$ cat config.mk
export PLATFORM = sky130hd
export DESIGN_NAME = max_heap_priority_queue
export DESIGN_NICKNAME = d
export VERILOG_FILES = /design/src/hw/rtl/mhpq_pkg.sv /design/src/hw/rtl/mhpq_ram.sv /design/src/hw/rtl/mhpq_ctrl.sv /design/src/hw/rtl/mhpq_dp.sv /design/src/hw/rtl/max_heap_priority_queue.sv
export SDC_FILE = /design/constraint.sdc
export NUM_CORES = 2
export LEC_CHECK = 0
export ABC_AREA = 1
export BUFFER_PORTS_ARGS = -buffer_cell sky130_fd_sc_hd__buf_2
export CAP_MARGIN = 10
export CORE_MARGIN = 1
export CORE_UTILIZATION = 50
export CTS_CLUSTER_DIAMETER = 100
export DETAILED_ROUTE_END_ITERATION = 8
export GPL_ROUTABILITY_DRIVEN = 0
export MAX_ROUTING_LAYER = met4
export PLACE_DENSITY = 0.69
export SETUP_SLACK_MARGIN = 0.4
export SLEW_MARGIN = 40
export SYNTH_ARGS = -nofsm -noshare
export SYNTH_HDL_FRONTEND = slang
export SYNTH_SLANG_ARGS = --single-unit
$ cat constraint.sdc
create_clock -name aclk -period 11.8 [get_ports aclk]
set_input_delay 0 -clock aclk [delete_from_list [all_inputs] [get_ports aclk]]
set_output_delay 0 -clock aclk [all_outputs]
set_load 0.005 [all_outputs]
$ cat src/hw/rtl/mhpq_pkg.sv
`timescale 1ns / 1ps

package mhpq_pkg;

    // Fixed field widths of the stream channels
    localparam int KEY_IN_W    = 32;
    localparam int STATUS_W    = 2;
    localparam int COUNT_OUT_W = 7;
    localparam int S_TDATA_W   = 32;
    localparam int M_TDATA_W   = 40;

    // Request kinds carried on s_tuser
    localparam logic REQ_INSERT = 1'b0;
    localparam logic REQ_DELETE = 1'b1;

    // Result status codes carried on m_tuser
    localparam logic [STATUS_W-1:0] STAT_DONE  = 2'd0;
    localparam logic [STATUS_W-1:0] STAT_FULL  = 2'd1;
    localparam logic [STATUS_W-1:0] STAT_EMPTY = 2'd2;

    typedef enum logic [3:0] {
        ST_IDLE,
        ST_UP_CHK,
        ST_UP_CMP,
        ST_DN_ROOT,
        ST_DN_LAST,
        ST_DN_RDL,
        ST_DN_RDR,
        ST_DN_CMP,
        ST_FINISH
    } state_t;

    // Heap RAM read address source
    typedef enum logic [2:0] {
        RD_ROOT,
        RD_LAST,
        RD_PARENT,
        RD_LEFT,
        RD_RIGHT
    } rd_sel_t;

    // Heap RAM write data source
    typedef enum logic [1:0] {
        WR_KEY,
        WR_RDATA,
        WR_CHILD
    } wr_sel_t;

    // Next value of the hole position
    typedef enum logic [2:0] {
        POS_HOLD,
        POS_ROOT,
        POS_PARENT,
        POS_LEFT,
        POS_RIGHT
    } pos_sel_t;

    typedef struct packed {
        logic     start;
        logic     rd_en;
        rd_sel_t  rd_sel;
        logic     wr_en;
        wr_sel_t  wr_sel;
        pos_sel_t pos_sel;
        logic     latch_removed;
        logic     latch_key;
        logic     latch_child;
        logic     finish;
    } ctrl_cmd_t;

    typedef struct packed {
        logic count_zero;
        logic count_full;
        logic pos_zero;
        logic left_out;
        logic right_in;
        logic parent_ge;
        logic left_big;
        logic right_big;
        logic out_free;
    } dp_stat_t;

endpackage

$ cat src/hw/rtl/mhpq_ram.sv
`timescale 1ns / 1ps

module mhpq_ram #(
    parameter int WIDTH = 32,
    parameter int DEPTH = 64
) (
    input  logic                     aclk,
    input  logic                     wr_en,
    input  logic [$clog2(DEPTH)-1:0] wr_addr,
    input  logic [WIDTH-1:0]         wr_data,
    input  logic                     rd_en,
    input  logic [$clog2(DEPTH)-1:0] rd_addr,
    output logic [WIDTH-1:0]         rd_data
);

    logic [WIDTH-1:0] mem_reg [DEPTH];
    logic [WIDTH-1:0] rd_data_reg;

    // Write port
    always_ff @(posedge aclk) begin
        if (wr_en) begin
            mem_reg[wr_addr] <= wr_data;
        end
    end

    // Registered read port
    always_ff @(posedge aclk) begin
        if (rd_en) begin
            rd_data_reg <= mem_reg[rd_addr];
        end
    end

    assign rd_data = rd_data_reg;

endmodule

$ cat src/hw/rtl/mhpq_ctrl.sv
`timescale 1ns / 1ps

module mhpq_ctrl (
    input  logic                aclk,
    input  logic                aresetn,
    input  logic                s_tvalid,
    output logic                s_tready,
    input  logic                s_tuser,
    input  mhpq_pkg::dp_stat_t  stat,
    output mhpq_pkg::ctrl_cmd_t cmd
);

    import mhpq_pkg::*;

    state_t state_reg;
    state_t state_next;

    // State register
    always_ff @(posedge aclk) begin
        if (!aresetn) begin
            state_reg <= ST_IDLE;
        end else begin
            state_reg <= state_next;
        end
    end

    // Next state
    always_comb begin
        state_next = state_reg;
        unique case (state_reg)
            ST_IDLE: begin
                if (s_tvalid) begin
                    if (s_tuser == REQ_DELETE) begin
                        state_next = stat.count_zero ? ST_FINISH : ST_DN_ROOT;
                    end else begin
                        state_next = stat.count_full ? ST_FINISH : ST_UP_CHK;
                    end
                end
            end
            ST_UP_CHK:  state_next = stat.pos_zero ? ST_FINISH : ST_UP_CMP;
            ST_UP_CMP:  state_next = stat.parent_ge ? ST_FINISH : ST_UP_CHK;
            ST_DN_ROOT: state_next = stat.count_zero ? ST_FINISH : ST_DN_LAST;
            ST_DN_LAST: state_next = ST_DN_RDL;
            ST_DN_RDL:  state_next = stat.left_out ? ST_FINISH : ST_DN_RDR;
            ST_DN_RDR:  state_next = ST_DN_CMP;
            ST_DN_CMP: begin
                state_next = (stat.right_big || stat.left_big) ? ST_DN_RDL : ST_FINISH;
            end
            ST_FINISH:  state_next = stat.out_free ? ST_IDLE : ST_FINISH;
            default:    state_next = ST_IDLE;
        endcase
    end

    // Command outputs
    always_comb begin
        s_tready          = 1'b0;
        cmd               = '0;
        cmd.rd_sel        = RD_ROOT;
        cmd.wr_sel        = WR_KEY;
        cmd.pos_sel       = POS_HOLD;
        unique case (state_reg)
            ST_IDLE: begin
                s_tready  = 1'b1;
                cmd.start = s_tvalid;
                if (s_tvalid && (s_tuser == REQ_DELETE) && !stat.count_zero) begin
                    cmd.rd_en  = 1'b1;
                    cmd.rd_sel = RD_ROOT;
                end
            end
            ST_UP_CHK: begin
                if (stat.pos_zero) begin
                    cmd.wr_en  = 1'b1;
                    cmd.wr_sel = WR_KEY;
                end else begin
                    cmd.rd_en  = 1'b1;
                    cmd.rd_sel = RD_PARENT;
                end
            end
            ST_UP_CMP: begin
                cmd.wr_en = 1'b1;
                if (stat.parent_ge) begin
                    cmd.wr_sel = WR_KEY;
                end else begin
                    cmd.wr_sel  = WR_RDATA;
                    cmd.pos_sel = POS_PARENT;
                end
            end
            ST_DN_ROOT: begin
                cmd.latch_removed = 1'b1;
                if (!stat.count_zero) begin
                    cmd.rd_en  = 1'b1;
                    cmd.rd_sel = RD_LAST;
                end
            end
            ST_DN_LAST: begin
                cmd.latch_key = 1'b1;
                cmd.pos_sel   = POS_ROOT;
            end
            ST_DN_RDL: begin
                if (stat.left_out) begin
                    cmd.wr_en  = 1'b1;
                    cmd.wr_sel = WR_KEY;
                end else begin
                    cmd.rd_en  = 1'b1;
                    cmd.rd_sel = RD_LEFT;
                end
            end
            ST_DN_RDR: begin
                cmd.latch_child = 1'b1;
                if (stat.right_in) begin
                    cmd.rd_en  = 1'b1;
                    cmd.rd_sel = RD_RIGHT;
                end
            end
            ST_DN_CMP: begin
                cmd.wr_en = 1'b1;
                priority if (stat.right_big) begin
                    cmd.wr_sel  = WR_RDATA;
                    cmd.pos_sel = POS_RIGHT;
                end else if (stat.left_big) begin
                    cmd.wr_sel  = WR_CHILD;
                    cmd.pos_sel = POS_LEFT;
                end else begin
                    cmd.wr_sel = WR_KEY;
                end
            end
            ST_FINISH: begin
                cmd.finish = stat.out_free;
            end
            default: begin
                cmd.finish = 1'b0;
            end
        endcase
    end

    // Heap RAM: never read and write in the same cycle
    assert property (@(posedge aclk) disable iff (!aresetn)
        !(cmd.rd_en && cmd.wr_en))
        else $error("heap RAM read and write issued together");

endmodule

$ cat src/hw/rtl/mhpq_dp.sv
`timescale 1ns / 1ps

module mhpq_dp #(
    parameter int CAPACITY  = 64,
    parameter int KEY_WIDTH = 32
) (
    input  logic                                aclk,
    input  logic                                aresetn,
    input  logic [mhpq_pkg::S_TDATA_W-1:0]      s_tdata,
    input  logic                                s_tuser,
    output logic                                m_tvalid,
    input  logic                                m_tready,
    output logic [mhpq_pkg::M_TDATA_W-1:0]      m_tdata,
    output logic [mhpq_pkg::STATUS_W-1:0]       m_tuser,
    input  mhpq_pkg::ctrl_cmd_t                 cmd,
    output mhpq_pkg::dp_stat_t                  stat
);

    import mhpq_pkg::*;

    localparam int AW  = $clog2(CAPACITY);
    localparam int CW  = $clog2(CAPACITY + 1);
    localparam int IW  = AW + 2;
    localparam int CXW = CW + COUNT_OUT_W;
    localparam int PAD = M_TDATA_W - KEY_IN_W - COUNT_OUT_W;

    logic [CW-1:0]           count_reg;
    logic [AW-1:0]           pos_reg;
    logic [KEY_WIDTH-1:0]    key_reg;
    logic [KEY_WIDTH-1:0]    child_reg;
    logic [KEY_IN_W-1:0]     removed_reg;
    logic [STATUS_W-1:0]     status_reg;
    logic                    m_valid_reg;
    logic [M_TDATA_W-1:0]    m_tdata_reg;
    logic [STATUS_W-1:0]     m_tuser_reg;

    logic [KEY_WIDTH-1:0]    key_ext;
    logic [KEY_WIDTH-1:0]    rdata;
    logic [KEY_IN_W-1:0]     rdata_out;
    logic [KEY_WIDTH-1:0]    best;
    logic [KEY_WIDTH-1:0]    wr_data;
    logic [AW-1:0]           rd_addr;
    logic [AW-1:0]           parent_idx;
    logic [IW-1:0]           left_idx;
    logic [IW-1:0]           right_idx;
    logic [IW-1:0]           count_idx;
    logic [CXW-1:0]          count_wide;
    logic                    req_delete;

    // Key width adaption: sign-extend or truncate at the boundary
    if (KEY_WIDTH > KEY_IN_W) begin : g_key_wide
        assign key_ext   = {{(KEY_WIDTH - KEY_IN_W){s_tdata[KEY_IN_W-1]}}, s_tdata};
        assign rdata_out = rdata[KEY_IN_W-1:0];
    end else if (KEY_WIDTH == KEY_IN_W) begin : g_key_same
        assign key_ext   = s_tdata;
        assign rdata_out = rdata;
    end else begin : g_key_narrow
        assign key_ext   = s_tdata[KEY_WIDTH-1:0];
        assign rdata_out = {{(KEY_IN_W - KEY_WIDTH){rdata[KEY_WIDTH-1]}}, rdata};
    end

    // Tree navigation around the hole
    assign parent_idx = (pos_reg - AW'(1)) >> 1;
    assign left_idx   = (IW'(pos_reg) << 1) + IW'(1);
    assign right_idx  = left_idx + IW'(1);
    assign count_idx  = IW'(count_reg);
    assign req_delete = (s_tuser == REQ_DELETE);

    // Comparisons for sift steps
    always_comb begin
        stat.count_zero = (count_reg == '0);
        stat.count_full = (count_reg == CW'(CAPACITY));
        stat.pos_zero   = (pos_reg == '0);
        stat.left_out   = (left_idx >= count_idx);
        stat.right_in   = (right_idx < count_idx);
        stat.parent_ge  = ($signed(rdata) >= $signed(key_reg));
        stat.left_big   = ($signed(child_reg) > $signed(key_reg));
        best            = stat.left_big ? child_reg : key_reg;
        stat.right_big  = stat.right_in && ($signed(rdata) > $signed(best));
        stat.out_free   = !m_valid_reg || m_tready;
    end

    // RAM address and data selection
    always_comb begin
        unique case (cmd.rd_sel)
            RD_ROOT:   rd_addr = '0;
            RD_LAST:   rd_addr = AW'(count_reg);
            RD_PARENT: rd_addr = parent_idx;
            RD_LEFT:   rd_addr = left_idx[AW-1:0];
            RD_RIGHT:  rd_addr = right_idx[AW-1:0];
            default:   rd_addr = '0;
        endcase
        unique case (cmd.wr_sel)
            WR_KEY:   wr_data = key_reg;
            WR_RDATA: wr_data = rdata;
            WR_CHILD: wr_data = child_reg;
            default:  wr_data = key_reg;
        endcase
    end

    mhpq_ram #(
        .WIDTH (KEY_WIDTH),
        .DEPTH (CAPACITY)
    ) u_heap_ram (
        .aclk    (aclk),
        .wr_en   (cmd.wr_en),
        .wr_addr (pos_reg),
        .wr_data (wr_data),
        .rd_en   (cmd.rd_en),
        .rd_addr (rd_addr),
        .rd_data (rdata)
    );

    // Entry count: adjust once per accepted request that is not refused as full or empty
    always_ff @(posedge aclk) begin
        if (!aresetn) begin
            count_reg <= '0;
        end else if (cmd.start) begin
            if (!req_delete && !stat.count_full) begin
                count_reg <= count_reg + CW'(1);
            end else if (req_delete && !stat.count_zero) begin
                count_reg <= count_reg - CW'(1);
            end
        end
    end

    // Working registers of the sift
    always_ff @(posedge aclk) begin
        if (cmd.start) begin
            key_reg     <= key_ext;
            pos_reg     <= AW'(count_reg);
            removed_reg <= '0;
            if (!req_delete && stat.count_full) begin
                status_reg <= STAT_FULL;
            end else if (req_delete && stat.count_zero) begin
                status_reg <= STAT_EMPTY;
            end else begin
                status_reg <= STAT_DONE;
            end
        end else begin
            if (cmd.latch_key) begin
                key_reg <= rdata;
            end
            if (cmd.latch_removed) begin
                removed_reg <= rdata_out;
            end
            unique case (cmd.pos_sel)
                POS_HOLD:   pos_reg <= pos_reg;
                POS_ROOT:   pos_reg <= '0;
                POS_PARENT: pos_reg <= parent_idx;
                POS_LEFT:   pos_reg <= left_idx[AW-1:0];
                POS_RIGHT:  pos_reg <= right_idx[AW-1:0];
                default:    pos_reg <= pos_reg;
            endcase
        end
        if (cmd.latch_child) begin
            child_reg <= rdata;
        end
    end

    // Output register: hold a result until the sink takes it
    assign count_wide = CXW'(count_reg);

    always_ff @(posedge aclk) begin
        if (!aresetn) begin
            m_valid_reg <= 1'b0;
        end else if (cmd.finish) begin
            m_valid_reg <= 1'b1;
        end else if (m_tready) begin
            m_valid_reg <= 1'b0;
        end
    end

    always_ff @(posedge aclk) begin
        if (cmd.finish) begin
            m_tdata_reg <= {{PAD{1'b0}}, count_wide[COUNT_OUT_W-1:0], removed_reg};
            m_tuser_reg <= status_reg;
        end
    end

    assign m_tvalid = m_valid_reg;
    assign m_tdata  = m_tdata_reg;
    assign m_tuser  = m_tuser_reg;

    assert property (@(posedge aclk) disable iff (!aresetn)
        count_reg <= CW'(CAPACITY))
        else $error("entry count beyond capacity");

    assert property (@(posedge aclk) disable iff (!aresetn)
        cmd.wr_en |-> (IW'(pos_reg) < count_idx))
        else $error("heap write outside the held entries");

    assert property (@(posedge aclk) disable iff (!aresetn)
        $past(aresetn) && !$past(cmd.start) |-> $stable(count_reg))
        else $error("entry count changed outside request start");

    assert property (@(posedge aclk) disable iff (!aresetn)
        $rose(m_valid_reg) |-> $past(cmd.finish))
        else $error("result appeared without a finished request");

endmodule

$ cat src/hw/rtl/max_heap_priority_queue.sv
`timescale 1ns / 1ps
// An insert when full or a delete when empty goes straight to its result with no heap access.
// Insert: the key climbs level by level until its parent is not smaller or it reaches the root.
// Delete: the root is removed; if entries remain, the last entry sifts down from the root.
// One request at a time: the next input transfer comes in the cycle after the result loads,
// later while m_tready stalls.
// Reset clears the entry count, control and output valid; the heap RAM is not cleared.

module max_heap_priority_queue #(
    parameter int CAPACITY  = 64,
    parameter int KEY_WIDTH = 32
) (
    input  logic                               aclk,
    input  logic                               aresetn,
    input  logic                               s_tvalid,
    output logic                               s_tready,
    input  logic [mhpq_pkg::S_TDATA_W-1:0]     s_tdata,   // [31:0] key_in
    input  logic                               s_tuser,   // [0] req_type
    output logic                               m_tvalid,
    input  logic                               m_tready,
    output logic [mhpq_pkg::M_TDATA_W-1:0]     m_tdata,   // [31:0] removed_key, [38:32] count_after
    output logic [mhpq_pkg::STATUS_W-1:0]      m_tuser    // [1:0] status
);

    import mhpq_pkg::*;

    ctrl_cmd_t cmd;
    dp_stat_t  stat;

    mhpq_ctrl u_ctrl (
        .aclk     (aclk),
        .aresetn  (aresetn),
        .s_tvalid (s_tvalid),
        .s_tready (s_tready),
        .s_tuser  (s_tuser),
        .stat     (stat),
        .cmd      (cmd)
    );

    mhpq_dp #(
        .CAPACITY  (CAPACITY),
        .KEY_WIDTH (KEY_WIDTH)
    ) u_dp (
        .aclk     (aclk),
        .aresetn  (aresetn),
        .s_tdata  (s_tdata),
        .s_tuser  (s_tuser),
        .m_tvalid (m_tvalid),
        .m_tready (m_tready),
        .m_tdata  (m_tdata),
        .m_tuser  (m_tuser),
        .cmd      (cmd),
        .stat     (stat)
    );

endmodule
==> results <==
- The number of flops mapped to enable cells by yosys is approximately 2200.
- In this run the tightest slew margin relative to its limit is 30.0%.
- The run finished with clean final reports.
- At the pin with the least slew margin, the transition time is ~1000 ps.
- The period utilization is a little over three fifths.
- After routing the design area is ~0.11 mm^2.
- The final number of max-transition violations is 0.
- Global routing used around 30% of the available tracks across all layers.
- The highest ir drop seen on vdd is around 0.29 mV.
- The die is 444 um tall.
- The clock net in this run drives a total of 2237 sinks.
- The clock transition at the register clock pins on the worst setup and hold paths after CTS is 60 ps.
- The register with the most flip-flops in the layout has between 2000 and 2500 of them.
- Of all flip-flops after synthesis, the portion carrying an async set or reset was 0%.
- The tightest min-delay check is of the input port to flop type.
- The H-tree was split into 4 levels.
- The area share of the leading cell type in the synthesized netlist is about two thirds.
- Of all nets on the critical path, the largest fanout is 56.
- The post-detailed-routing wire length is roughly 290000 um.
- The largest net degree at the start of global routing is approximately 190.
- The number of hold violations in the final report was 0.
- Using the TritonRoute via totals, the vias-per-cell ratio works out to 5.99.
- Ranked by total cell area, the synthesized netlist is headed by edfxtp_1, nand2_1, nand3_1, buf_2, ha_1.
- The clock passes through at most 3 buffers.
- The power per cell area is approximately 260 mW/mm^2.
- The worst path needs around 7400 ps of the cycle, external delays included.
- The final setup TNS is 0 ps.
- The via count of the first global-routing pass is approximately 66000.
- For this run, design rule violations remaining after detail routing come to 0.
- For this run, the leading register cell type out of synthesis is edfxtp_1.
- The net count of the finished layout is roughly 9400.
- The maximum single-stage delay on the critical path is 680 ps.
- The layout overhead on the synthesized area is 11.0%.
- The critical path endpoint category is a flop.
- At the worst endpoint, the required time is ~12000 ps.
- The HPWL after detailed placement is around 150000 um.
- The full die area is roughly 0.2 mm^2.
- The total of max-cap violations is 0.
- The post-synthesis cell area is between 0.09 and 0.1 mm^2.
- The number of storage elements in the synthesis netlist is ~2200.
- The highest attainable clock frequency is 0.134 GHz.
- Grouping stages by cell kind, the critical path spends the most delay in simple AND/OR/NAND/NOR gates.
- The root buffer cell is clkbuf_16.
- The placed instances occupy a cell area of roughly 0.10 mm^2.
- The core region is about 0.19 mm^2.
- The filler cells instantiated in the layout total ~16000.
- For this design, the slowest cell found on the critical path is buf_4.
- The number of endpoints failing setup at the final stage is 0.
- The routed layout has a little over 70000 vias.
- The standard-cell row count is 161.
- The leading area contributor after synthesis is edfxtp_1.
- Measured along the x axis, the die boundary spans 444 um.
- During placement, the flow inserted port buffers numbering 79.
- Clock skew on the completed layout was measured at ~28 ps.
- The count of boundary I/O pins is between 80 and 90.
- The post-route core utilization is a little under three fifths.
- Setup repair after global routing left no endpoint under its margin.
- For this run the aggregate overflow at the end of global routing stands at 0.
- Before antenna repair, the detailed router went through 8 iterations.
- The initial antenna violation count came to 7.
- STA classifies the critical path startpoint as a flop.
- In this run the remaining antenna-violating nets after routing total 0.
- The share of final-layout standard cells stronger than drive strength 1 is under 10%.
- The number of clock buffers added by TritonCTS is about 220.
- The data arrival at the endpoint of the critical path is between 8000 and 9000 ps.
- The number of nets in the synthesized netlist is about 9400.
- The total area of multi-input combinational cells is between 0.02 and 0.03 mm^2.
- The total buffers and inverters traversed by the critical path is 6.
- The later-pin clock latency in the skew report is 880 ps.
- The most used cell along the critical path is nand2_1.
- The Yosys step of the flow raised 0 warnings.
- The gate count of the mapped netlist is 9286.
- Summing the sequential cell areas from Yosys gives around two thirds of the chip area.
- In this run the static leakage power is 42.0 nW.
- TritonCTS built the clock tree.
- Dividing the synthesized area by the synthesized cell count gives around 11 um^2.
- The netlist uses between 40 and 50 different library cells.
- The sequential cell area in the final layout is 0.0667 mm^2.
- The effective utilization at floorplan is around half.
- The global-route wire length before repair is 430000 um.
- In the final routed layout, each cell accounts on average for 24.6 um.
- The first routing iteration left roughly 10000 violations.
- The worst setup path is of the flop to flop kind.
[cell usage after synthesis (4+ instances only)]
cell type  count
buf_4         29
ha_1         118
and3_1         4
o21a_1         6
clkbuf_1     115
edfxtp_1    2193
nor2_2         4
nand2_1     4043
buf_1         56
nor2_1       128
a22oi_1       32
a21oi_1      128
nand4_1       23
o21ai_0       91
dfxtp_1       44
nand3_1     1698
nor3_1         9
inv_2          8
inv_1        114
nand2_2        4
xor2_1         6
buf_6         28
buf_2        369
[placed cells by master, fill, tap and decap left out, types with 44 or more instances in the layout]
master and instances:
a21oi_1 128, buf_2 79, buf_4 140, clkbuf_16 219
clkinv_1 58, dfxtp_1 44, dlygate4sd3_1 53, edfxtp_1 2193
ha_1 117, inv_1 112, nand2_1 4042, nand3_1 1693
nor2_1 62, nor2_4 69, o21ai_0 90
[what timing repair did]
action / 4_1_cts / 5_1_grt
endpoints found under the hold margin: 117 / 0
resized for setup: 0 / 0
buffers inserted: 0 / 0
hold buffers: 53 / 0
[cell families (layout without fill, tap and decap cells)]
| kind of cell | count (synthesis) | count (layout) | share of synthesized area (%) |
|---|---|---|---|
| buf+inv | 722 | 852 | 3.57 |
| flops | 2237 | 2237 | 68.2 |
| fa+ha+maj | 119 | 119 | 1.53 |
| simple gates | 5925 | 5925 | 25.1 |
| other cells | 1 | 3 | 0.00383 |
| xor+xnor | 8 | 8 | 0.0716 |
| compound gates | 274 | 274 | 1.55 |
[through the flow]
step                      total power, mW  instances  hold slack, ps  worst slack (ps)
after detailed placement             21.1      11500             309              4740
after global routing                 29.3      11900            58.0              3970
final                                28.2      11900            84.9              4350
after global placement               20.9      11500             309              4250
after CTS                            28.0      11900            13.7              4690
after floorplan                      17.2       9286             138              5160
[per-layer routing]
layer | share of wire (%) | track usage [%]
met1 | 39 | 41.4
met2 | 44 | 43.4
met3 | 13 | 6.26
met4 | 4.7 | 13.0
met5 | 0 | -
[tightest hold or removal path: stages]
cell and delay (ps):
dlygate4sd3_1 530, buf_2 120, nand2_1 50, nand2_1 120
[power breakdown]
| group | internal [mW] | switching, mW |
|---|---|---|
| Combinational | 2.24 | 7.72 |
| Clock | 3.85 | 3.05 |
| Sequential | 11.1 | 0.289 |
| Total | 17.2 | 11.1 |
[worst paths after layout]
path                            from                              end  slack [ps]  depth (start not counted)
setup / recovery    u_dp.key_reg[31]  u_dp.u_heap_ram.mem_reg[45][12]        4350                         28
hold / removal           s_tdata[22]                 u_dp.key_reg[22]          80                          4
setup reg to reg    u_dp.key_reg[31]  u_dp.u_heap_ram.mem_reg[45][12]        4350                         28
hold reg to reg   u_dp.status_reg[0]                  u_dp.m_tuser[0]         420                          0
[layout make-up]
cell class,count,share of cell area [%]
diodes,2,0.00461
clock buffers,260,5.20
clock inverters,147,1.30
inverters,124,0.451
multi-input cells,6327,26.1
flip-flops and latches,2237,61.4
well taps,2526,2.91
repair buffers,321,2.61
Note: power is estimated with default switching activity, not from simulation.
